==> config.mk <==
export PLATFORM = sky130hd
export DESIGN_NAME = http_request_segment_parser_flat
export DESIGN_NICKNAME = d
export VERILOG_FILES = /design/src/sv/hrsp_pkg.sv /design/src/sv/hrsp_if.sv /design/src/sv/http_request_segment_parser.sv /design/src/sv/hrsp_parse_core.sv /design/src/sv/hrsp_out_reg.sv /design/src/flat_wrapper.sv
export SDC_FILE = /design/constraint.sdc
export NUM_CORES = 1
export LEC_CHECK = 0
export ABC_AREA = 1
export CORE_MARGIN = 2
export CORE_UTILIZATION = 45
export DETAILED_ROUTE_END_ITERATION = 8
export DONT_BUFFER_PORTS = 1
export RECOVER_POWER = 50
export SLEW_MARGIN = 20
export SYNTH_ARGS = -nofsm -noshare
export SYNTH_HDL_FRONTEND = slang
export SYNTH_HIERARCHICAL = 1
export SYNTH_SLANG_ARGS = --single-unit
==> constraint.sdc <==
create_clock -name clock -period 10.03 [get_ports clock]
set_input_delay 0 -clock clock [delete_from_list [all_inputs] [get_ports clock]]
set_output_delay 0 -clock clock [all_outputs]
set_load 0.005 [all_outputs]
==> src/sv/hrsp_pkg.sv <==
// Package for the HTTP request segment parser: constants, result type, helper functions.
`default_nettype none

package hrsp_pkg;

   localparam int HRSP_POS_BITS = 16;
   localparam int HRSP_LEN_BITS = 32;

   localparam logic [15:0] HRSP_SEG_SAT = 16'hFFFF;
   localparam logic [15:0] HRSP_KEY_LEN = 16'd14;

   // event kinds
   localparam logic [2:0] KIND_METHOD  = 3'd0;
   localparam logic [2:0] KIND_URI     = 3'd1;
   localparam logic [2:0] KIND_VERSION = 3'd2;
   localparam logic [2:0] KIND_HEADER  = 3'd3;
   localparam logic [2:0] KIND_BODY    = 3'd4;

   // characters
   localparam logic [7:0] CH_SPACE = 8'h20;
   localparam logic [7:0] CH_TAB   = 8'h09;
   localparam logic [7:0] CH_LF    = 8'h0A;
   localparam logic [7:0] CH_VT    = 8'h0B;
   localparam logic [7:0] CH_FF    = 8'h0C;
   localparam logic [7:0] CH_CR    = 8'h0D;
   localparam logic [7:0] CH_COLON = 8'h3A;
   localparam logic [7:0] CH_PLUS  = 8'h2B;
   localparam logic [7:0] CH_MINUS = 8'h2D;

   typedef struct packed {
      logic [2:0]  event_kind;
      logic [15:0] seg_start;
      logic [15:0] seg_length;
      logic [15:0] value_start;
      logic [15:0] value_length;
      logic        is_length_header;
      logic [31:0] body_length;
   } hrsp_result_type;

   function automatic logic is_printable(input logic [7:0] c);
      return (c >= 8'h20) && (c <= 8'h7E);
   endfunction

   function automatic logic is_letter(input logic [7:0] c);
      return ((c >= 8'h61) && (c <= 8'h7A)) || ((c >= 8'h41) && (c <= 8'h5A));
   endfunction

   function automatic logic is_digit(input logic [7:0] c);
      return (c >= 8'h30) && (c <= 8'h39);
   endfunction

   function automatic logic [7:0] to_lower(input logic [7:0] c);
      return ((c >= 8'h41) && (c <= 8'h5A)) ? c + 8'd32 : c;
   endfunction

   function automatic logic [15:0] sat_inc(input logic [15:0] v);
      return (v != HRSP_SEG_SAT) ? v + 16'd1 : v;
   endfunction

   // "content-length", lower case
   function automatic logic [7:0] key_char(input logic [3:0] idx);
      logic [7:0] ch;
      case (idx)
         4'd0:  ch = 8'h63; // c
         4'd1:  ch = 8'h6F; // o
         4'd2:  ch = 8'h6E; // n
         4'd3:  ch = 8'h74; // t
         4'd4:  ch = 8'h65; // e
         4'd5:  ch = 8'h6E; // n
         4'd6:  ch = 8'h74; // t
         4'd7:  ch = 8'h2D; // -
         4'd8:  ch = 8'h6C; // l
         4'd9:  ch = 8'h65; // e
         4'd10: ch = 8'h6E; // n
         4'd11: ch = 8'h67; // g
         4'd12: ch = 8'h74; // t
         4'd13: ch = 8'h68; // h
         default: ch = 8'h00;
      endcase
      return ch;
   endfunction

endpackage

`default_nettype wire

==> src/sv/hrsp_if.sv <==
// Valid/ready channel interfaces for request bytes and parse events.
`default_nettype none

interface hrsp_req_if;
   logic       valid;
   logic       ready;
   logic [7:0] byte_value;

   modport source (output valid, output byte_value, input ready);
   modport sink   (input valid, input byte_value, output ready);
endinterface

interface hrsp_rsp_if;
   logic        valid;
   logic        ready;
   logic [2:0]  event_kind;
   logic [15:0] seg_start;
   logic [15:0] seg_length;
   logic [15:0] value_start;
   logic [15:0] value_length;
   logic        is_length_header;
   logic [31:0] body_length;

   modport source (output valid, output event_kind, output seg_start, output seg_length,
                   output value_start, output value_length, output is_length_header,
                   output body_length, input ready);
   modport sink   (input valid, input event_kind, input seg_start, input seg_length,
                   input value_start, input value_length, input is_length_header,
                   input body_length, output ready);
endinterface

`default_nettype wire

==> src/sv/http_request_segment_parser.sv <==
// Top level of the HTTP request segment parser: input register, parser core, result register.
`default_nettype none

// Channel   Direction  Payload                                            Transaction
// req_ch    in         byte_value[7:0]                                    one stream byte
// rsp_ch    out        event_kind, seg_start, seg_length, value_start,    one segment event
//                      value_length, is_length_header, body_length
//
// One byte per cycle sustained while rsp_ch is not stalled. A byte is held in the input register,
// and its event (if any) is loaded into the result register when the byte advances.
// The per-byte state update (including the times-ten add of the length parser) fits
// between the two registers, so the parser loop sets no limit below one byte per cycle.
// Synchronous active-high reset returns the parser to idle with position zero.
// A stalled result holds the input register, and a full input register holds req_ch.

module http_request_segment_parser
   import hrsp_pkg::*;
#(
   parameter int POS_BITS = HRSP_POS_BITS,
   parameter int LEN_BITS = HRSP_LEN_BITS
) (
   input  wire logic  clock,
   input  wire logic  reset,
   hrsp_req_if.sink   req_ch,
   hrsp_rsp_if.source rsp_ch
);

   logic            in_valid_ff, in_valid_in;
   logic [7:0]      in_byte_ff;
   logic            out_free;
   logic            advance;
   logic            has_result;
   hrsp_result_type result;

   // advance the held byte whenever the result register can take its outcome
   assign advance      = in_valid_ff && out_free;
   assign req_ch.ready = !in_valid_ff || advance;

   always_comb begin
      in_valid_in = in_valid_ff;
      if (req_ch.valid && req_ch.ready) begin
         in_valid_in = 1'b1;
      end else if (advance) begin
         in_valid_in = 1'b0;
      end
   end

   always_ff @(posedge clock) begin
      if (reset) begin
         in_valid_ff <= 1'b0;
      end else begin
         in_valid_ff <= in_valid_in;
      end
   end

   // capture the byte on every accepted transaction
   always_ff @(posedge clock) begin
      if (req_ch.valid && req_ch.ready) begin
         in_byte_ff <= req_ch.byte_value;
      end
   end

   hrsp_parse_core #(
      .POS_BITS (POS_BITS),
      .LEN_BITS (LEN_BITS)
   ) u_core (
      .clock      (clock),
      .reset      (reset),
      .step_en    (advance),
      .byte_value (in_byte_ff),
      .has_result (has_result),
      .result     (result)
   );

   hrsp_out_reg u_out (
      .clock      (clock),
      .reset      (reset),
      .load       (advance),
      .load_valid (has_result),
      .result     (result),
      .free       (out_free),
      .rsp_ch     (rsp_ch)
   );

endmodule

`default_nettype wire

==> src/sv/hrsp_parse_core.sv <==
// Parser state registers and the per-byte next-state and event logic.
`default_nettype none

module hrsp_parse_core
   import hrsp_pkg::*;
#(
   parameter int POS_BITS = HRSP_POS_BITS,
   parameter int LEN_BITS = HRSP_LEN_BITS
) (
   input  wire logic            clock,
   input  wire logic            reset,
   input  wire logic            step_en,
   input  wire logic [7:0]      byte_value,
   output logic                 has_result,
   output hrsp_result_type      result
);

   localparam logic [3:0] ST_INITIAL     = 4'd0;
   localparam logic [3:0] ST_METHOD      = 4'd1;
   localparam logic [3:0] ST_METHOD_END  = 4'd2;
   localparam logic [3:0] ST_URI         = 4'd3;
   localparam logic [3:0] ST_URI_END     = 4'd4;
   localparam logic [3:0] ST_VERSION     = 4'd5;
   localparam logic [3:0] ST_VERSION_END = 4'd6;
   localparam logic [3:0] ST_KEY         = 4'd7;
   localparam logic [3:0] ST_VALUE       = 4'd8;
   localparam logic [3:0] ST_VALUE_END   = 4'd9;
   localparam logic [3:0] ST_BODY        = 4'd10;

   localparam logic [1:0] PH_SKIP  = 2'd0;
   localparam logic [1:0] PH_DIGIT = 2'd1;
   localparam logic [1:0] PH_NEG   = 2'd2;
   localparam logic [1:0] PH_DONE  = 2'd3;

   localparam logic [LEN_BITS-1:0] LEN_SEG_SAT = LEN_BITS'(HRSP_SEG_SAT);

   logic [3:0]          state_ff, state_in;
   logic [POS_BITS-1:0] pos_ff, pos_in;
   logic [POS_BITS-1:0] seg_begin_ff, seg_begin_in;
   logic [15:0]         seg_count_ff, seg_count_in;
   logic [POS_BITS-1:0] val_begin_ff, val_begin_in;
   logic [15:0]         val_count_ff, val_count_in;
   logic                val_seen_ff, val_seen_in;
   logic                key_match_ff, key_match_in;
   logic [1:0]          phase_ff, phase_in;
   logic [LEN_BITS-1:0] accum_ff, accum_in;
   logic [LEN_BITS-1:0] content_len_ff, content_len_in;
   logic [LEN_BITS-1:0] body_count_ff, body_count_in;

   logic [LEN_BITS+3:0] accum_prod;
   logic [LEN_BITS-1:0] accum_next;
   logic [LEN_BITS-1:0] body_count_nx;
   logic [POS_BITS-1:0] body_begin;
   logic                val_seen_now;
   logic                key_hit;
   logic                white;

   // accum * 10 + digit, saturating
   assign accum_prod = ({4'b0, accum_ff} << 3) + ({4'b0, accum_ff} << 1)
                       + (LEN_BITS + 4)'(byte_value[3:0]);
   assign accum_next = (accum_prod[LEN_BITS+3:LEN_BITS] != 4'd0) ? '1
                                                                  : accum_prod[LEN_BITS-1:0];

   assign body_count_nx = body_count_ff + LEN_BITS'(1);
   assign body_begin    = (body_count_ff == '0) ? pos_ff : seg_begin_ff;
   assign val_seen_now  = val_seen_ff || is_printable(byte_value);
   assign key_hit       = key_match_ff && (seg_count_ff == HRSP_KEY_LEN);
   assign white         = (byte_value == CH_SPACE) || (byte_value == CH_TAB)
                          || (byte_value == CH_VT) || (byte_value == CH_FF)
                          || (byte_value == CH_CR);

   always_comb begin
      state_in       = state_ff;
      pos_in         = pos_ff + POS_BITS'(1);
      seg_begin_in   = seg_begin_ff;
      seg_count_in   = seg_count_ff;
      val_begin_in   = val_begin_ff;
      val_count_in   = val_count_ff;
      val_seen_in    = val_seen_ff;
      key_match_in   = key_match_ff;
      phase_in       = phase_ff;
      accum_in       = accum_ff;
      content_len_in = content_len_ff;
      body_count_in  = body_count_ff;
      has_result     = 1'b0;
      result         = '0;

      case (state_ff)
         ST_METHOD, ST_URI: begin
            if (byte_value == CH_SPACE) begin
               has_result        = 1'b1;
               result.event_kind = (state_ff == ST_METHOD) ? KIND_METHOD : KIND_URI;
               result.seg_start  = 16'(seg_begin_ff);
               result.seg_length = seg_count_ff;
               state_in = (state_ff == ST_METHOD) ? ST_METHOD_END : ST_URI_END;
            end else begin
               seg_count_in = sat_inc(seg_count_ff);
            end
         end
         ST_METHOD_END, ST_URI_END: begin
            if (is_printable(byte_value)) begin
               seg_begin_in = pos_ff;
               seg_count_in = 16'd1;
               state_in = (state_ff == ST_METHOD_END) ? ST_URI : ST_VERSION;
            end
         end
         ST_VERSION: begin
            if (byte_value == CH_LF) begin
               has_result        = 1'b1;
               result.event_kind = KIND_VERSION;
               result.seg_start  = 16'(seg_begin_ff);
               result.seg_length = seg_count_ff;
               state_in          = ST_VERSION_END;
            end else if (is_printable(byte_value)) begin
               seg_count_in = sat_inc(seg_count_ff);
            end
         end
         ST_KEY: begin
            if (byte_value == CH_COLON) begin
               val_begin_in = '0;
               val_count_in = '0;
               val_seen_in  = 1'b0;
               phase_in     = PH_SKIP;
               accum_in     = '0;
               state_in     = ST_VALUE;
            end else begin
               if ((seg_count_ff >= HRSP_KEY_LEN)
                   || (to_lower(byte_value) != key_char(seg_count_ff[3:0]))) begin
                  key_match_in = 1'b0;
               end
               seg_count_in = sat_inc(seg_count_ff);
            end
         end
         ST_VALUE: begin
            if (byte_value == CH_LF) begin
               // the accumulator is zero for a missing value or a negative sign
               if (key_hit) begin
                  content_len_in = accum_ff;
               end
               has_result              = 1'b1;
               result.event_kind       = KIND_HEADER;
               result.seg_start        = 16'(seg_begin_ff);
               result.seg_length       = seg_count_ff;
               result.value_start      = val_seen_ff ? 16'(val_begin_ff) : 16'd0;
               result.value_length     = val_count_ff;
               result.is_length_header = key_hit;
               result.body_length      = 32'(key_hit ? accum_ff : content_len_ff);
               seg_begin_in = '0;
               seg_count_in = '0;
               val_begin_in = '0;
               val_count_in = '0;
               val_seen_in  = 1'b0;
               state_in     = ST_VALUE_END;
            end else begin
               if (is_printable(byte_value)) begin
                  if (!val_seen_ff) begin
                     val_begin_in = pos_ff;
                     val_seen_in  = 1'b1;
                  end
                  val_count_in = sat_inc(val_count_ff);
               end
               if (val_seen_now) begin
                  case (phase_ff)
                     PH_NEG: begin
                        accum_in = '0;
                        if (!is_digit(byte_value)) begin
                           phase_in = PH_DONE;
                        end
                     end
                     PH_SKIP: begin
                        if (white) begin
                           phase_in = PH_SKIP;
                        end else if (byte_value == CH_PLUS) begin
                           phase_in = PH_DIGIT;
                        end else if (byte_value == CH_MINUS) begin
                           phase_in = PH_NEG;
                        end else if (is_digit(byte_value)) begin
                           phase_in = PH_DIGIT;
                           accum_in = accum_next;
                        end else begin
                           phase_in = PH_DONE;
                        end
                     end
                     PH_DIGIT: begin
                        if (is_digit(byte_value)) begin
                           accum_in = accum_next;
                        end else begin
                           phase_in = PH_DONE;
                        end
                     end
                     default: begin
                        phase_in = PH_DONE;
                     end
                  endcase
               end
            end
         end
         ST_VERSION_END, ST_VALUE_END: begin
            if ((state_ff == ST_VALUE_END) && (byte_value == CH_LF)) begin
               if (content_len_ff == '0) begin
                  has_result        = 1'b1;
                  result.event_kind = KIND_BODY;
                  state_in          = ST_INITIAL;
               end else begin
                  body_count_in = '0;
                  state_in      = ST_BODY;
               end
            end else if (is_printable(byte_value)) begin
               seg_begin_in = pos_ff;
               seg_count_in = 16'd1;
               key_match_in = (to_lower(byte_value) == key_char(4'd0));
               state_in     = ST_KEY;
            end
         end
         ST_BODY: begin
            if (body_count_nx >= content_len_ff) begin
               has_result         = 1'b1;
               result.event_kind  = KIND_BODY;
               result.seg_start   = 16'(body_begin);
               result.seg_length  = (content_len_ff > LEN_SEG_SAT) ? HRSP_SEG_SAT
                                                                   : content_len_ff[15:0];
               result.body_length = 32'(content_len_ff);
               seg_begin_in  = '0;
               seg_count_in  = '0;
               body_count_in = '0;
               state_in      = ST_INITIAL;
            end else begin
               seg_begin_in  = body_begin;
               body_count_in = body_count_nx;
            end
         end
         default: begin
            // idle and unused codes: wait for a letter to open a request
            if (is_letter(byte_value)) begin
               seg_begin_in   = pos_ff;
               seg_count_in   = 16'd1;
               content_len_in = '0;
               state_in       = ST_METHOD;
            end else begin
               state_in = ST_INITIAL;
            end
         end
      endcase
   end

   always_ff @(posedge clock) begin
      if (reset) begin
         state_ff       <= ST_INITIAL;
         pos_ff         <= '0;
         seg_begin_ff   <= '0;
         seg_count_ff   <= '0;
         val_begin_ff   <= '0;
         val_count_ff   <= '0;
         val_seen_ff    <= 1'b0;
         key_match_ff   <= 1'b1;
         phase_ff       <= PH_SKIP;
         accum_ff       <= '0;
         content_len_ff <= '0;
         body_count_ff  <= '0;
      end else if (step_en) begin
         state_ff       <= state_in;
         pos_ff         <= pos_in;
         seg_begin_ff   <= seg_begin_in;
         seg_count_ff   <= seg_count_in;
         val_begin_ff   <= val_begin_in;
         val_count_ff   <= val_count_in;
         val_seen_ff    <= val_seen_in;
         key_match_ff   <= key_match_in;
         phase_ff       <= phase_in;
         accum_ff       <= accum_in;
         content_len_ff <= content_len_in;
         body_count_ff  <= body_count_in;
      end
   end

endmodule

`default_nettype wire

==> src/sv/hrsp_out_reg.sv <==
// Result register that drives the event channel.
`default_nettype none

module hrsp_out_reg
   import hrsp_pkg::*;
(
   input  wire logic        clock,
   input  wire logic        reset,
   input  wire logic        load,
   input  wire logic        load_valid,
   input  hrsp_result_type  result,
   output logic             free,
   hrsp_rsp_if.source       rsp_ch
);

   logic            valid_ff, valid_in;
   hrsp_result_type data_ff;

   assign free = !valid_ff || rsp_ch.ready;

   always_comb begin
      valid_in = valid_ff;
      if (load) begin
         valid_in = load_valid;
      end else if (rsp_ch.ready) begin
         valid_in = 1'b0;
      end
   end

   always_ff @(posedge clock) begin
      if (reset) begin
         valid_ff <= 1'b0;
      end else begin
         valid_ff <= valid_in;
      end
   end

   always_ff @(posedge clock) begin
      if (load && load_valid) begin
         data_ff <= result;
      end
   end

   assign rsp_ch.valid            = valid_ff;
   assign rsp_ch.event_kind       = data_ff.event_kind;
   assign rsp_ch.seg_start        = data_ff.seg_start;
   assign rsp_ch.seg_length       = data_ff.seg_length;
   assign rsp_ch.value_start      = data_ff.value_start;
   assign rsp_ch.value_length     = data_ff.value_length;
   assign rsp_ch.is_length_header = data_ff.is_length_header;
   assign rsp_ch.body_length      = data_ff.body_length;

endmodule

`default_nettype wire
==> src/flat_wrapper.sv <==
// flat-port wrapper written by rule: the top's interface ports become plain ports
module http_request_segment_parser_flat import hrsp_pkg::*;
#(
   parameter int POS_BITS = HRSP_POS_BITS,
   parameter int LEN_BITS = HRSP_LEN_BITS
)
  (clock, reset, req_ch_valid, req_ch_byte_value, req_ch_ready, rsp_ch_valid, rsp_ch_event_kind, rsp_ch_seg_start, rsp_ch_seg_length, rsp_ch_value_start, rsp_ch_value_length, rsp_ch_is_length_header, rsp_ch_body_length, rsp_ch_ready);
  hrsp_req_if req_ch_i ();
  hrsp_rsp_if rsp_ch_i ();
  input  wire logic clock;
  input  wire logic reset;
  input wire logic [$bits(req_ch_i.valid)-1:0] req_ch_valid;
  input wire logic [$bits(req_ch_i.byte_value)-1:0] req_ch_byte_value;
  output wire logic [$bits(req_ch_i.ready)-1:0] req_ch_ready;
  output wire logic [$bits(rsp_ch_i.valid)-1:0] rsp_ch_valid;
  output wire logic [$bits(rsp_ch_i.event_kind)-1:0] rsp_ch_event_kind;
  output wire logic [$bits(rsp_ch_i.seg_start)-1:0] rsp_ch_seg_start;
  output wire logic [$bits(rsp_ch_i.seg_length)-1:0] rsp_ch_seg_length;
  output wire logic [$bits(rsp_ch_i.value_start)-1:0] rsp_ch_value_start;
  output wire logic [$bits(rsp_ch_i.value_length)-1:0] rsp_ch_value_length;
  output wire logic [$bits(rsp_ch_i.is_length_header)-1:0] rsp_ch_is_length_header;
  output wire logic [$bits(rsp_ch_i.body_length)-1:0] rsp_ch_body_length;
  input wire logic [$bits(rsp_ch_i.ready)-1:0] rsp_ch_ready;
  assign req_ch_i.valid = req_ch_valid;
  assign req_ch_i.byte_value = req_ch_byte_value;
  assign req_ch_ready = req_ch_i.ready;
  assign rsp_ch_valid = rsp_ch_i.valid;
  assign rsp_ch_event_kind = rsp_ch_i.event_kind;
  assign rsp_ch_seg_start = rsp_ch_i.seg_start;
  assign rsp_ch_seg_length = rsp_ch_i.seg_length;
  assign rsp_ch_value_start = rsp_ch_i.value_start;
  assign rsp_ch_value_length = rsp_ch_i.value_length;
  assign rsp_ch_is_length_header = rsp_ch_i.is_length_header;
  assign rsp_ch_body_length = rsp_ch_i.body_length;
  assign rsp_ch_i.ready = rsp_ch_ready;
  http_request_segment_parser #(.POS_BITS(POS_BITS), .LEN_BITS(LEN_BITS)) u_core (.clock(clock), .reset(reset), .req_ch(req_ch_i), .rsp_ch(rsp_ch_i));
endmodule
# Word level (Yosys, flattened, before mapping)
# Memories as Yosys holds them, arrays and structs flattened. A register that Yosys moved wholly into a read port is not among the register bits.
# Index checks and enable logic that the tools add are counted.
[word_totals]
register_bits = 294
romBits = 112
in_bits = 12
output_inout_bits = 102
word_cells = 251
n_memories = 1
[classes]
n_addsub = 7
n_lt_le_gt_ge = 11
eq_ne = 52
n_mux = 104
n_bitwise = 2
reduce_logical = 52
[mem_list]
columns = ["name", "depth", "word_bits", "rd", "rd_ports_with_merged_regs", "write_ports", "line", "text"]
rows = [
  ["(no name shown)", 16, 7, 1, 1, 0, "hrsp_pkg.sv:63", "case (idx)"],
]
[ops]
columns = ["operator", "n"]
rows = [
  ["32-bit two-way mux", 15],
  ["16-bit two-way mux", 24],
  ["32-bit one-hot mux with 2 select lines", 4],
  ["32-bit one-hot mux with 4 select lines", 1],
  ["16-bit one-hot mux with 7 select lines", 1],
  ["99-bit two-way mux", 1],
  ["32-bit one-hot mux with 3 select lines", 1],
  ["16-bit one-hot mux with 5 select lines", 1],
  ["32-bit zero test", 2],
  ["16-bit one-hot mux with 2 select lines", 2],
  ["16-bit by 1-bit adder with 16-bit output, second input constant", 3],
  ["4-bit two-way mux", 11],
  ["8-bit by 4-bit equality test with 1-bit output, second input constant", 5],
  ["35-bit by 33-bit adder with 36-bit output", 1],
  ["36-bit by 4-bit adder with 36-bit output", 1],
  ["35-bit two-way mux", 1],
  ["34-bit two-way mux", 1],
  ["2-bit != test, second input constant", 17],
  ["33-bit two-way mux", 1],
  ["32-bit by 1-bit adder with 32-bit output, second input constant", 1],
  ["8-bit by 6-bit equality test with 1-bit output, second input constant", 4],
  ["32-bit >= comparator", 1],
  ["32-bit by 16-bit greater-than comparator with 1-bit output, second input constant", 1],
  ["16-bit != test, second input constant", 2],
  ["other kinds (45)", 126],
]

# Longest topological paths before layout
# Gate-level depths: netlist of the first run.
[logic_depth]
word_depth = 12
depth_mapped = 28
depth_no_buf = 27

# Cells and area by module
# Netlist of the first run, hierarchy kept.
[by_module_without_submodules]
columns = ["mod", "n_inst", "cells_per_inst", "area_each_um2", "seq_area_each_um2"]
rows = [
  ["hrsp_parse_core", 1, 2299, 14599.0, 3823.7],
  ["hrsp_out_reg", 1, 108, 3054.2, 3022.9],
  ["http_request_segment_parser", 1, 16, 295.3, 260.2],
]

# Least setup slack after synthesis of the first run
# OpenSTA, ideal clock, no wires.
[synth_path]
kind = "reg-to-reg"
from = "register u_core.u_core.body_count_ff[5]"
to = "register u_core.u_out.data_ff, in the netlist u_core/u_out/rsp_ch.body_length[0], enable pin"
arrival_ps = 4691
required_time_ps = 9576
path_slack_ps = 4885
path_stages_with_launch = 21
n_path_buf = 1
period_less_slack_ps = 5145
path_cell_list = "dfxtp_1 -> inv_1 -> nor4_1 -> nand2_1 -> nor4_1 -> xor2_1 -> inv_1 -> ha_1 -> nand2_1 -> nor2_1 -> nand2_1 -> nor2_1 -> nor2_1 -> nand2_1 -> nand2_1 -> nand2_1 -> nand2_1 -> clkbuf_1 -> nand3_1 -> nand2_1 -> inv_1"
[synth_via]
elab_chain_len = 5
[synth_lines]
columns = ["element", "line", "text"]
rows = [
  ["from (decl)", "hrsp_parse_core.sv:48", "logic [LEN_BITS-1:0] body_count_ff, body_count_in;"],
  ["from (signal assigned)", "hrsp_parse_core.sv:272", "body_count_ff <= body_count_in;"],
  ["32-bit by 1-bit adder with 32-bit output", "hrsp_parse_core.sv:64", "assign body_count_nx = body_count_ff + LEN_BITS'(1);"],
  ["32-bit >= comparator", "hrsp_parse_core.sv:216", "if (body_count_nx >= content_len_ff) begin"],
  ["1-bit two-way mux", "hrsp_parse_core.sv:216", ""],
  ["1-bit one-hot mux with 4 select lines", "hrsp_parse_core.sv:88", "case (state_ff)"],
  ["named net u_core.has_result", "http_request_segment_parser.sv:32", "logic has_result;"],
  ["1-bit logical AND", "hrsp_out_reg.sv:39", "if (load && load_valid) begin"],
  ["to (signal assigned)", "hrsp_out_reg.sv:40", "data_ff <= result;"],
  ["to (decl)", "hrsp_out_reg.sv:17", "hrsp_result_type data_ff;"],
]
# The timed path passes the listed nets, and every way through them passes these cells.
# A chain may end at the register's enable or synchronous reset.

# Worst setup path in the final report of the first run
[layout_path]
from = "register u_core.u_core.state_ff[0]"
to = "register u_core.u_core.val_begin_ff[13]"
[layout_via]
elab_chain_len = 3
word_cells_on_any_way = 8
[layout_lines]
columns = ["element", "line", "text"]
rows = [
  ["from (decl)", "hrsp_parse_core.sv:37", "logic [3:0] state_ff, state_in;"],
  ["from (signal assigned)", "hrsp_parse_core.sv:261", "state_ff <= state_in;"],
  ["4-bit equality test or 4-bit by 3-bit equality test with 1-bit output (tied branches)", "hrsp_parse_core.sv:88", ""],
  ["3-bit != test (no line), or another cell as far along", "n/a", ""],
  ["5-bit AND reduction (no line)", "n/a", ""],
  ["to (signal assigned)", "hrsp_parse_core.sv:265", "val_begin_ff <= val_begin_in;"],
  ["to (decl)", "hrsp_parse_core.sv:41", "logic [POS_BITS-1:0] val_begin_ff, val_begin_in;"],
]
# Several ways; a longest one is shown, not always the timed one.

==> impl_summary.txt, run 1 <==
----------------------------------------------------
[Outcome]
  Outcome ... finished with violations
  Violated checks ... capacitance limit, slew limit

[Route]
  Total routed wirelength ... between 50,000 and 60,000 um
  Drt wl/cell ... approximately 17 um
  Avg Vias per Cell ... ~5.5
  Post-route DRC violation count ... 0
  Number of DRC violations after detailed-routing iteration 0 ... roughly 1,200
  Total number of vias ... roughly 16,000
  Routed Antenna Nets ... 0
  TritonRoute pass-1 iters ... 5

[Floorplan]
  Count of standard-cell rows ... 73
  Horiz. Die Dim ... approximately 200 um
  Die footprint ... approximately 41,000 sq um
  Vertical die dimension ... 204 um
  Starting Density ... 0.454
  Core footprint ... 39,500 sq um
  Ports placed on the boundary ... 114

[Clock tree]
  Buffers inserted during post-CTS setup optimization ... 0
  Number of buffers on the longest clock path ... 3
  Clock tree from TritonCTS ... built
  Post-cts sizing count ... 0
  Number of H-tree levels ... 2
  Clk root buf ... clkbuf_16
  Worst-path clk slew ... 0.06 ns
  Number of CTS-inserted buffers ... 36
  CTS Sinks ... about 300
  Clock network latency to the later pin of the worst-skew pair ... around 0.56 ns

[Final layout]
  Count of nets after finishing ... approximately 2,500
  Post-route core utilization ... 0.497
  Final Non-Filler Cells ... 2,952
  Sequential standard cell area ... ~7100 sq um
  Synthesis-to-finish area growth ... 9.49%
  Layout cell share with drive strength beyond 1 ... 0.0457
  Number of filler cells placed in the layout ... between 3,000 and 4,000
  Area of the multi-input gates ... ~9400 sq um
  Number of diodes added for antenna fixing ... 0

[Power]
  Total chip power ... approximately 2900 uW
  Total power per unit cell area ... roughly 150 nW/um^2
  Leakage ... 0.00783 uW
  Largest vdd supply drop ... 0.0000969 V

[Place]
  IO buf count ... 0
  HPWL after DPL ... ~37,000 um
  Placed Cells incl. Taps ... 2,873
  Worst-case setup slack after placement ... between 5 and 6 ns
  Routability-driven placement congestion ratio ... 0.908

[STA]
  Share of the clock period used by the worst path after layout ... 0.687
  Final worst setup slack ... 3.14 ns
  Highest clock frequency the design can meet ... approximately 150 MHz
  Max-slew violation count ... ~170
  Final setup violating endpoints ... 0
  Maximum clock skew at final layout ... between 0.009 and 0.01 ns
  Final setup TNS ... 0 ns
  RSZ-0062 raised after global routing ... false
  Final worst path period need ... between 6 and 7 ns
  Max-slew headroom at the worst pin ... -0.880
  Slew at the pin closest to its max-slew limit ... 2.79 ns
  Count of final hold-check violations ... 0

[Setup path]
  Setup CP Type ... reg2reg
  Setup crit end kind ... register
  Arrival time worst endpoint ... approximately 7.2 ns
  Launching element type of the critical path ... register
  Setup slack on the worst flop-to-flop path ... approximately 3.1 ns
  Worst Reg2Reg Path Length in Cells ... 13
  Startpoint of the worst setup timing path ... u_core/u_core/state_ff[0]
  End point of the critical path ... u_core/u_core/val_begin_ff[13]
  Largest driver fanout on the critical path ... 21
  Worst reg2reg startpoint ... u_core/u_core/state_ff[0]
  Endpoint of the worst-slack reg-to-reg timing path ... u_core/u_core/val_begin_ff[13]
  Required arrival time at the worst endpoint ... slightly above 10 ns

[Yosys]
  Combined area of all synthesized cells ... around 18,000 sq um
  Warning count from the yosys run ... 6
  Number of unique standard cell types used by synthesis ... between 50 and 60
  Post-Synthesis Net Count ... ~2,500
  Sequential element share of the synthesized area ... 0.396
  Number of synthesized flops with an enable pin ... 108
  Top flip-flop cell by instance count after synthesis ... dfxtp_1
  Synthesized instance count ... about 2,400
  Syn_area_per_cell ... around 7.4 sq um
  Number of storage elements in the synthesis netlist ... about 300
  Fraction of registers with async set or reset after synthesis ... 0

[Global route]
  Grt met2 use ... 0.418
  Total track usage ... 0.247
  First-pass GRT wire length ... roughly 82,000 um
  Global Route met3 Usage ... 0.0463
  Via count of the first global-routing pass ... around 15,000
  Antenna violations before repair ... 2
  Layer with the highest usage after global routing ... met2
  Overflow left after global routing ... 0
  Maximum number of pins on one net before global-route repair ... between 100 and 150
  GR met1 Demand/Resource ... 0.311

[Flow run]
  Number of max-cap violations ... 5

[Worst hold path]
  Startpoint of the worst hold path ... rsp_ch_ready
  Hold Crit Class ... in2reg

----------------------------------------------------
## state kept, by name, indices dropped and copies added (netlist names), 32 cells and up, named ones only
name                             cells
u_core/u_core/accum_ff              32
u_core/u_core/body_count_ff         32
u_core/u_core/content_len_ff        32
u_core/u_out/rsp_ch.body_length     32
## power by group
group	leakage [uW]	internal (uW)	switching (uW)
combinational	0.00469	53.0	138
clock	0.000629	842	561
sequential	0.00251	1280	21.5
## routing by layer
layer | routed length (um) | vias up | share of wire
met2 | 24300 | 449 | 0.47
met1 | 22300 | 7576 | 0.44
li1 | - | 8090 | -
met4 | 1790 | 0 | 0.035
met3 | 2840 | 100 | 0.055
met5 | 0 | - | 0
## kinds of logic (layout without fill, tap and decap cells)
family,count (synthesis),count (layout),share of synthesized area
xor gates and xnor gates,63,63,0.0307
buffers and inverters,352,356,0.0766
adders and majority gates,114,114,0.0803
and+or+nand+nor,1109,1109,0.265
DFF,301,301,0.396
AOI/OAI and AO/OA,484,484,0.151
## worst min-delay path by stage
| stage | end | slack, ns | depth (start not counted) |
|---|---|---|---|
| after floorplan | u_core/in_valid_ff | 0.06 | 1 |
| after global placement | u_core/in_valid_ff | 0.07 | 1 |
| after detailed placement | u_core/in_valid_ff | 0.07 | 1 |
| after CTS | u_core/in_byte_ff[2] | 0.01 | 4 |
| after global routing | u_core/in_byte_ff[6] | 0.05 | 1 |
| final | u_core/u_core/pos_ff[0] | 0.04 | 5 |
## timing repair
| item | 4_1_cts | 5_1_grt |
|---|---|---|
| endpoints found under the setup margin | 0 | 0 |
| hold buffers | 13 | 0 |
| hold endpoints to repair | 143 | 0 |
## cells in the final DEF, fill, tap and decap left out, types with 58 or more instances in the layout
cell type	count
nor3_1	58
inv_1	255
o21ai_0	173
nand2_1	524
dfxtp_1	193
nand3_1	115
nor2_1	313
a21oi_1	195
ha_1	112
edfxtp_1	108
## synthesized netlist by cell type, types with 33 or more instances
library cell,instances,share of area
ha_1,112,0.078
nor2_1,312,0.065
nand3_1,115,0.032
a22oi_1,33,0.014
edfxtp_1,108,0.18
inv_1,255,0.053
dfxtp_1,193,0.22
a21oi_1,194,0.054
xor2_1,35,0.017
nand2_1,520,0.11
o22ai_1,35,0.012
clkbuf_1,63,0.013
nor3_1,59,0.016
o21ai_0,172,0.048
## metrics by stage
stage | area, sq um | hold WS, ns
3_5_place_dp | 18300 | 0.0747
5_1_grt | 19700 | 0.0488
6_report | 19700 | 0.0358
4_1_cts | 19800 | 0.0114
2_1_floorplan | 17900 | 0.0624
3_3_place_gp | 18300 | 0.0733
## final cells by class
type	instances	share of cell area
Multi-Input combinational cell	1770	0.478
Sequential cell	301	0.362
Inverter	266	0.0511
Clock buffer	41	0.0479
Tap cell	525	0.0334
Clock inverter	25	0.0166
Timing Repair Buffer	24	0.0110
## worst max-delay path, cell delays in order (launching register included)
cell        delay, ns
dfxtp_1          0.44
inv_1            0.13
nand2_1          0.13
clkinv_1         0.10
nand2_1          0.63
clkinvlp_2       0.75
nand2_1          0.72
clkinvlp_2       0.64
nand2_2          0.18
nand2_1          0.09
nor2_1           0.27
inv_1            0.22
o21ai_0          2.12
a221oi_1         0.17
Power figures use the tool's default switching activity.
==> inputs of run 2 (changes only) <==
- clock period: 10.03 -> 6.95 ns (I/O delays scaled with it)
==> impl_summary.txt, run 2 (synthesis gave the netlist of run 1 again) <==
----------------------------------------------------
[Route]
  Wire length on met3 ... 2690 um (-5.4%)
  Highest metal used ... met4
  Post-route DRC violation count ... 0 (unchanged)
  DR WL met2 ... 24,400 um (+0.37%)
  Total number of vias ... 16,088 (-0.78%)
  Total routed wirelength ... 51,000 um (-0.55%)
  Drt wl/cell ... 17.3 um (-0.51%)
  Routed Antenna Nets ... 0 (unchanged)
  Number of DRC violations after detailed-routing iteration 0 ... 1,326 (+11%)
  Avg Vias per Cell ... 5.45 (-0.75%)
  TritonRoute pass-1 iters ... 5 (unchanged)
  Metal1 wirelength ... 22,400 um (+0.47%)

[Floorplan]
  Vertical die dimension ... 204 um (unchanged)
  Die footprint ... 41,500 sq um (unchanged)
  Starting Density ... 0.454 (unchanged)
  Horiz. Die Dim ... 204 um (unchanged)
  Core footprint ... 39,500 sq um (unchanged)
  Count of standard-cell rows ... 73 (unchanged)
  Ports placed on the boundary ... 114 (unchanged)

[STA]
  Share of the clock period used by the worst path after layout ... 0.810 (+0.123)
  Count of final hold-check violations ... 0 (unchanged)
  Final setup TNS ... 0 ns (unchanged)
  Final worst setup slack ... 1.32 ns (-1.82 ns)
  Highest clock frequency the design can meet ... 178 MHz (+22%)
  Max-slew violation count ... 105 (-37%)
  Max-slew headroom at the worst pin ... -0.709 (+0.170)
  RSZ-0062 raised after global routing ... false
  Final setup violating endpoints ... 0 (unchanged)
  Final worst path period need ... 5.63 ns (-1.26 ns)
  Slew at the pin closest to its max-slew limit ... 2.56 ns (-0.226 ns)
  Maximum clock skew at final layout ... 0.0130 ns (+0.00306 ns)

[Clock tree]
  Clock tree from TritonCTS ... built
  CTS Sinks ... 301 (unchanged)
  Clock network latency to the later pin of the worst-skew pair ... 0.56 ns (about the same)
  Number of H-tree levels ... 2 (unchanged)
  Number of buffers on the longest clock path ... 3 (unchanged)
  Post-cts sizing count ... 0 (unchanged)
  Worst-path clk slew ... 0.06 ns (about the same)
  Clk root buf ... clkbuf_16
  Number of CTS-inserted buffers ... 35 (-2.8%)

[Place]
  IO buf count ... 0 (unchanged)
  Instance area after placement ... 18,300 sq um (about the same)
  HPWL after DPL ... 37,000 um (-0.78%)
  Routability-driven placement congestion ratio ... 0.935 (+2.9%)
  Placed Cells incl. Taps ... 2,873 (unchanged)
  Worst-case setup slack after placement ... 2.09 ns (-2.98 ns)

[Final layout]
  Final Non-Filler Cells ... 2,951 (-0.034%)
  Most common cell after layout, fill and taps aside ... nand2_1
  Commonest cells after routing, fill and taps aside ... nand2_1, nor2_1, inv_1
  Post-route core utilization ... 0.493 (-0.00361)
  Synthesis-to-finish area growth ... 8.70%
  Total non-filler cell area in the finished layout ... 19,500 sq um (-0.73%)
  Count of nets after finishing ... 2,525 (unchanged)
  Layout cell share with drive strength beyond 1 ... 0.0412 (-0.00452)
  Number of diodes added for antenna fixing ... 0 (unchanged)

[Power]
  Leakage ... 0.00778 uW (-0.72%)
  Largest vdd supply drop ... 0.000177 V (+83%)
  Total power per unit cell area ... 205 nW/um^2 (+39%)

[Outcome]
  Outcome ... finished with violations
  Violated checks ... capacitance limit, slew limit

[Global route]
  Total track usage ... 0.247 (about the same)
  Via count of the first global-routing pass ... 15,321 (-0.62%)
  Antenna violations before repair ... 1 (-1)
  Maximum number of pins on one net before global-route repair ... 121 (unchanged)
  First-pass GRT wire length ... 81,900 um (+0.11%)
  Overflow left after global routing ... 0 (unchanged)

[Setup path]
  Required arrival time at the worst endpoint ... 7.40 ns (-2.91 ns)
  Setup CP Type ... reg2reg
  Largest driver fanout on the critical path ... 21 (unchanged)
  Launching element type of the critical path ... register
  Setup crit end kind ... register
  Arrival time worst endpoint ... 6.08 ns (-1.09 ns)

[Worst hold path]
  Hold Crit Class ... in2reg

[Flow run]
  Number of max-cap violations ... 3 (-2)

----------------------------------------------------
[run 2: timing repair]
action	4_1_cts	5_1_grt
hold endpoints to repair	144	0
buffers inserted	0	0
hold buffers	14	0
[run 2: cell type report]
type                    count  area, sq um
multi-input cells        1770         9370
repair buffers             25          233
fillers                  3904        20000
flip-flops and latches    301         7110
clock buffers              46          937
well taps                 525          657
inverters                 266         1000
clock inverters            18          199
[run 2: critical path, stage by stage (launching register included)]
cell	delay, ns
dfxtp_1	0.44
inv_1	0.12
nand2_1	0.13
clkinv_1	0.09
nand2_1	0.56
clkinvlp_2	0.74
nand2_1	0.70
clkinvlp_2	0.63
nand2_2	0.19
nand2_1	0.09
nor2_1	0.18
inv_1	0.18
o21ai_1	1.20
a21oi_1	0.08
o21a_1	0.17
[run 2: metrics by stage]
| stage | hold slack (ns) | power (uW) |
|---|---|---|
| floorplan | 0.0624 | 2120 |
| detailed placement | 0.0772 | 2180 |
| global route | 0.0589 | 4160 |
| global placement | 0.0726 | 2180 |
| CTS | 0.0194 | 4070 |
| finish | 0.0319 | 4010 |
[run 2: where the power goes]
group,internal [uW],switching (uW)
clock network,1080,773
logic,76.4,197
registers,1850,30.5
total,3000,1000
[run 2: final timing paths]
path,from,endpoint,slack (ns),cells after the start
worst min-delay path,rsp_ch_ready,u_core/u_core/pos_ff[0],0.03,5
worst min register to register,u_core/u_core/key_match_ff,u_core/u_core/key_match_ff,0.45,2
worst max-delay path,u_core/u_core/state_ff[1],u_core/u_core/val_count_ff[4],1.32,14
worst max register to register,u_core/u_core/state_ff[1],u_core/u_core/val_count_ff[4],1.32,14
[run 2: routing by layer]
layer,vias up,GRT usage
li1,8080,-
met4,0,0.0863
met2,444,0.423
met3,78,0.0331
met1,7486,0.318
met5,-,0
==> inputs of run 3 (changes only) <==
- clock period: 6.95 -> 4.91 ns (I/O delays scaled with it)
==> impl_summary.txt, run 3 (synthesis gave the netlist of run 1 again) <==
----------------------------------------------------
[Clock tree]
  Clock tree from TritonCTS ... built
  Number of H-tree levels ... 2 (unchanged)
  Worst-path clk slew ... 0.06 ns (about the same)
  Clock network latency to the later pin of the worst-skew pair ... 0.56 ns (about the same)
  Number of CTS-inserted buffers ... 36 (+2.9%)
  Buffers inserted during post-CTS setup optimization ... 0 (unchanged)
  CTS Sinks ... 301 (unchanged)
  Clk root buf ... clkbuf_16
  Number of buffers on the longest clock path ... 3 (unchanged)

[Setup path]
  Required arrival time at the worst endpoint ... 5.34 ns (-2.06 ns)
  Setup slack on the worst flop-to-flop path ... 0.30 ns (-1.02 ns)
  Endpoint of the worst-slack reg-to-reg timing path ... u_core/u_core/seg_begin_ff[9]
  Startpoint of the worst setup timing path ... u_core/u_core/state_ff[1]
  Worst reg2reg startpoint ... u_core/u_core/state_ff[1]
  Setup crit end kind ... register
  Largest driver fanout on the critical path ... 17 (-19%)
  Worst Reg2Reg Path Length in Cells ... 13 (-1)
  Arrival time worst endpoint ... 5.04 ns (-1.04 ns)
  Setup CP Type ... reg2reg
  Launching element type of the critical path ... register

[Floorplan]
  Vertical die dimension ... 204 um (unchanged)
  Count of standard-cell rows ... 73 (unchanged)
  Horiz. Die Dim ... 204 um (unchanged)
  Core footprint ... 39,500 sq um (unchanged)
  Ports placed on the boundary ... 114 (unchanged)
  Starting Density ... 0.454 (unchanged)
  Die footprint ... 41,500 sq um (unchanged)

[Power]
  Fraction of power consumed by sequential logic ... 0.453 (-0.017)
  Net switching share of the total power ... 0.243 (-0.00666)
  Total chip power ... 5890 uW (+47%)
  Fraction of power consumed by the clock network ... 0.480 (+0.018)
  Total power per unit cell area ... 298 nW/um^2 (+45%)
  Switching power total ... 1430 uW (+43%)
  Internal power consumption ... 4450 uW (+48%)
  Largest vdd supply drop ... 0.000181 V (+1.9%)
  Leakage ... 0.00787 uW (+1.1%)
  Share of power burned in combinational logic ... 0.067 (about the same)

[STA]
  RSZ-0062 raised after global routing ... false
  Final worst path period need ... 4.61 ns (-1.02 ns)
  Final setup violating endpoints ... 0 (unchanged)
  Count of final hold-check violations ... 0 (unchanged)
  Highest clock frequency the design can meet ... 217 MHz (+22%)
  Slew at the pin closest to its max-slew limit ... 2.54 ns (-0.0281 ns)
  Max-slew violation count ... 48 (-54%)
  Final setup TNS ... 0 ns (unchanged)
  Maximum clock skew at final layout ... 0.0233 ns (+0.0103 ns)
  Share of the clock period used by the worst path after layout ... 0.940 (+0.130)
  Max-slew headroom at the worst pin ... -0.691 (+0.0187)

[Final layout]
  Count of nets after finishing ... 2,532 (+0.28%)
  Number of filler cells placed in the layout ... 3,952 (+1.2%)
  Most common cell after layout, fill and taps aside ... nand2_1
  Sequential standard cell area ... 7110 sq um (unchanged)
  Number of diodes added for antenna fixing ... 0 (unchanged)
  Area of the multi-input gates ... 9430 sq um (+0.57%)
  Layout cell share with drive strength beyond 1 ... 0.0501 (+0.00892)
  Commonest cells after routing, fill and taps aside ... nand2_1, nor2_1, inv_1
  Synthesis-to-finish area growth ... 10.0%

[Global route]
  Total track usage ... 0.252 (+0.00546)
  Maximum number of pins on one net before global-route repair ... 120 (-0.83%)
  First-pass GRT wire length ... 83,400 um (+1.7%)
  Via count of the first global-routing pass ... 15,674 (+2.3%)
  Overflow left after global routing ... 0 (unchanged)
  Antenna violations before repair ... 0 (-1)

[Route]
  Total routed wirelength ... 52,100 um (+2.2%)
  Drt wl/cell ... 17.6 um (+1.9%)
  Avg Vias per Cell ... 5.51 (+1.1%)
  Number of DRC violations after detailed-routing iteration 0 ... 1,183 (-11%)
  Total number of vias ... 16,311 (+1.4%)
  Routed Antenna Nets ... 0 (unchanged)
  TritonRoute pass-1 iters ... 6 (+1)
  Post-route DRC violation count ... 0 (unchanged)

[Outcome]
  Violated checks ... capacitance limit, slew limit
  Outcome ... finished with violations

[Worst hold path]
  Startpoint of the worst hold path ... req_ch_byte_value[6]
  Hold depth ... 1 (-4)
  Hold Crit Class ... in2reg
  Min-Delay Endpoint ... u_core/in_byte_ff[6]

[Flow run]
  Number of max-cap violations ... 1 (-2)

[Place]
  IO buf count ... 0 (unchanged)
  Routability-driven placement congestion ratio ... 0.941 (+0.61%)
  HPWL after DPL ... 37,800 um (+2.3%)

----------------------------------------------------
-- run 3: changes by cell type in the layout (fill, tap and decap cells not counted), moves of 3 or more --
cell / previous run / this run
buf_4: 9 / 12
nor4_2: 0 / 3
nor4_1: 24 / 21
clkinv_1: 8 / 2
-- run 3: final cells by class --
cell class,count,share of cell area
Sequential cell,301,0.360
Clock buffer,49,0.0512
Timing Repair Buffer,31,0.0150
Inverter,266,0.0510
Multi-Input combinational cell,1770,0.478
Tap cell,525,0.0333
Clock inverter,16,0.0122
-- run 3: power groups by stage --
stage | Sequential [uW] | Clock, uW | Combinational, uW
finish | 2660 | 2830 | 396
global route | 2670 | 2980 | 446
CTS | 2660 | 2900 | 404
detailed placement | 2720 | 0 | 374
global placement | 2720 | 0 | 369
floorplan | 2700 | 0 | 306
-- run 3: worst max-delay path by stage --
stage	to	slack [ns]	depth (start not counted)
2_1_floorplan	u_core/u_out/rsp_ch.body_length[0]	0.14	22
3_3_place_gp	register	0.35	24
3_5_place_dp	register	0.25	24
4_1_cts	register	0.19	24
5_1_grt	register	0.05	24
6_report	u_core/u_core/seg_begin_ff[9]	0.30	13
-- run 3: routing by layer --
layer  up-vias  part of all wire  GRT usage
met2       510              0.46      0.421
met4         0             0.050      0.125
met3       113             0.060     0.0396
met1      7589              0.43      0.316
li1       8099                 -          -
met5         -                 0          0
-- run 3: critical path, stage by stage (launching register included) --
cell,delay (ns)
dfxtp_1,0.45
inv_1,0.13
nand2_1,0.14
inv_1,0.07
nand2_1,0.60
clkinvlp_2,0.83
nand2_8,0.39
inv_4,0.12
nor2_1,0.11
nand4_1,0.10
nor2_2,0.66
inv_1,0.54
a21oi_1,0.26
a21oi_1,0.10
-- run 3: through the flow --
stage               instances  worst slack, ns  utilization  instance area [sq um]  hold slack, ns
finish                   2958            0.296        0.499                  19700          0.0815
global route             2958           0.0518        0.499                  19700          0.0692
CTS                      2958            0.190        0.501                  19800          0.0501
detailed placement       2880            0.250        0.466                  18400          0.0749
global placement         2880            0.354        0.466                  18400          0.0725
floorplan                2423            0.141            -                  18000          0.0624
-- run 3: timing repair --
item | CTS | global route
resized for setup | 0 | 5
endpoints found under the hold margin | 141 | 0
endpoints found under the setup margin | 0 | 30
hold buffers | 13 | 0
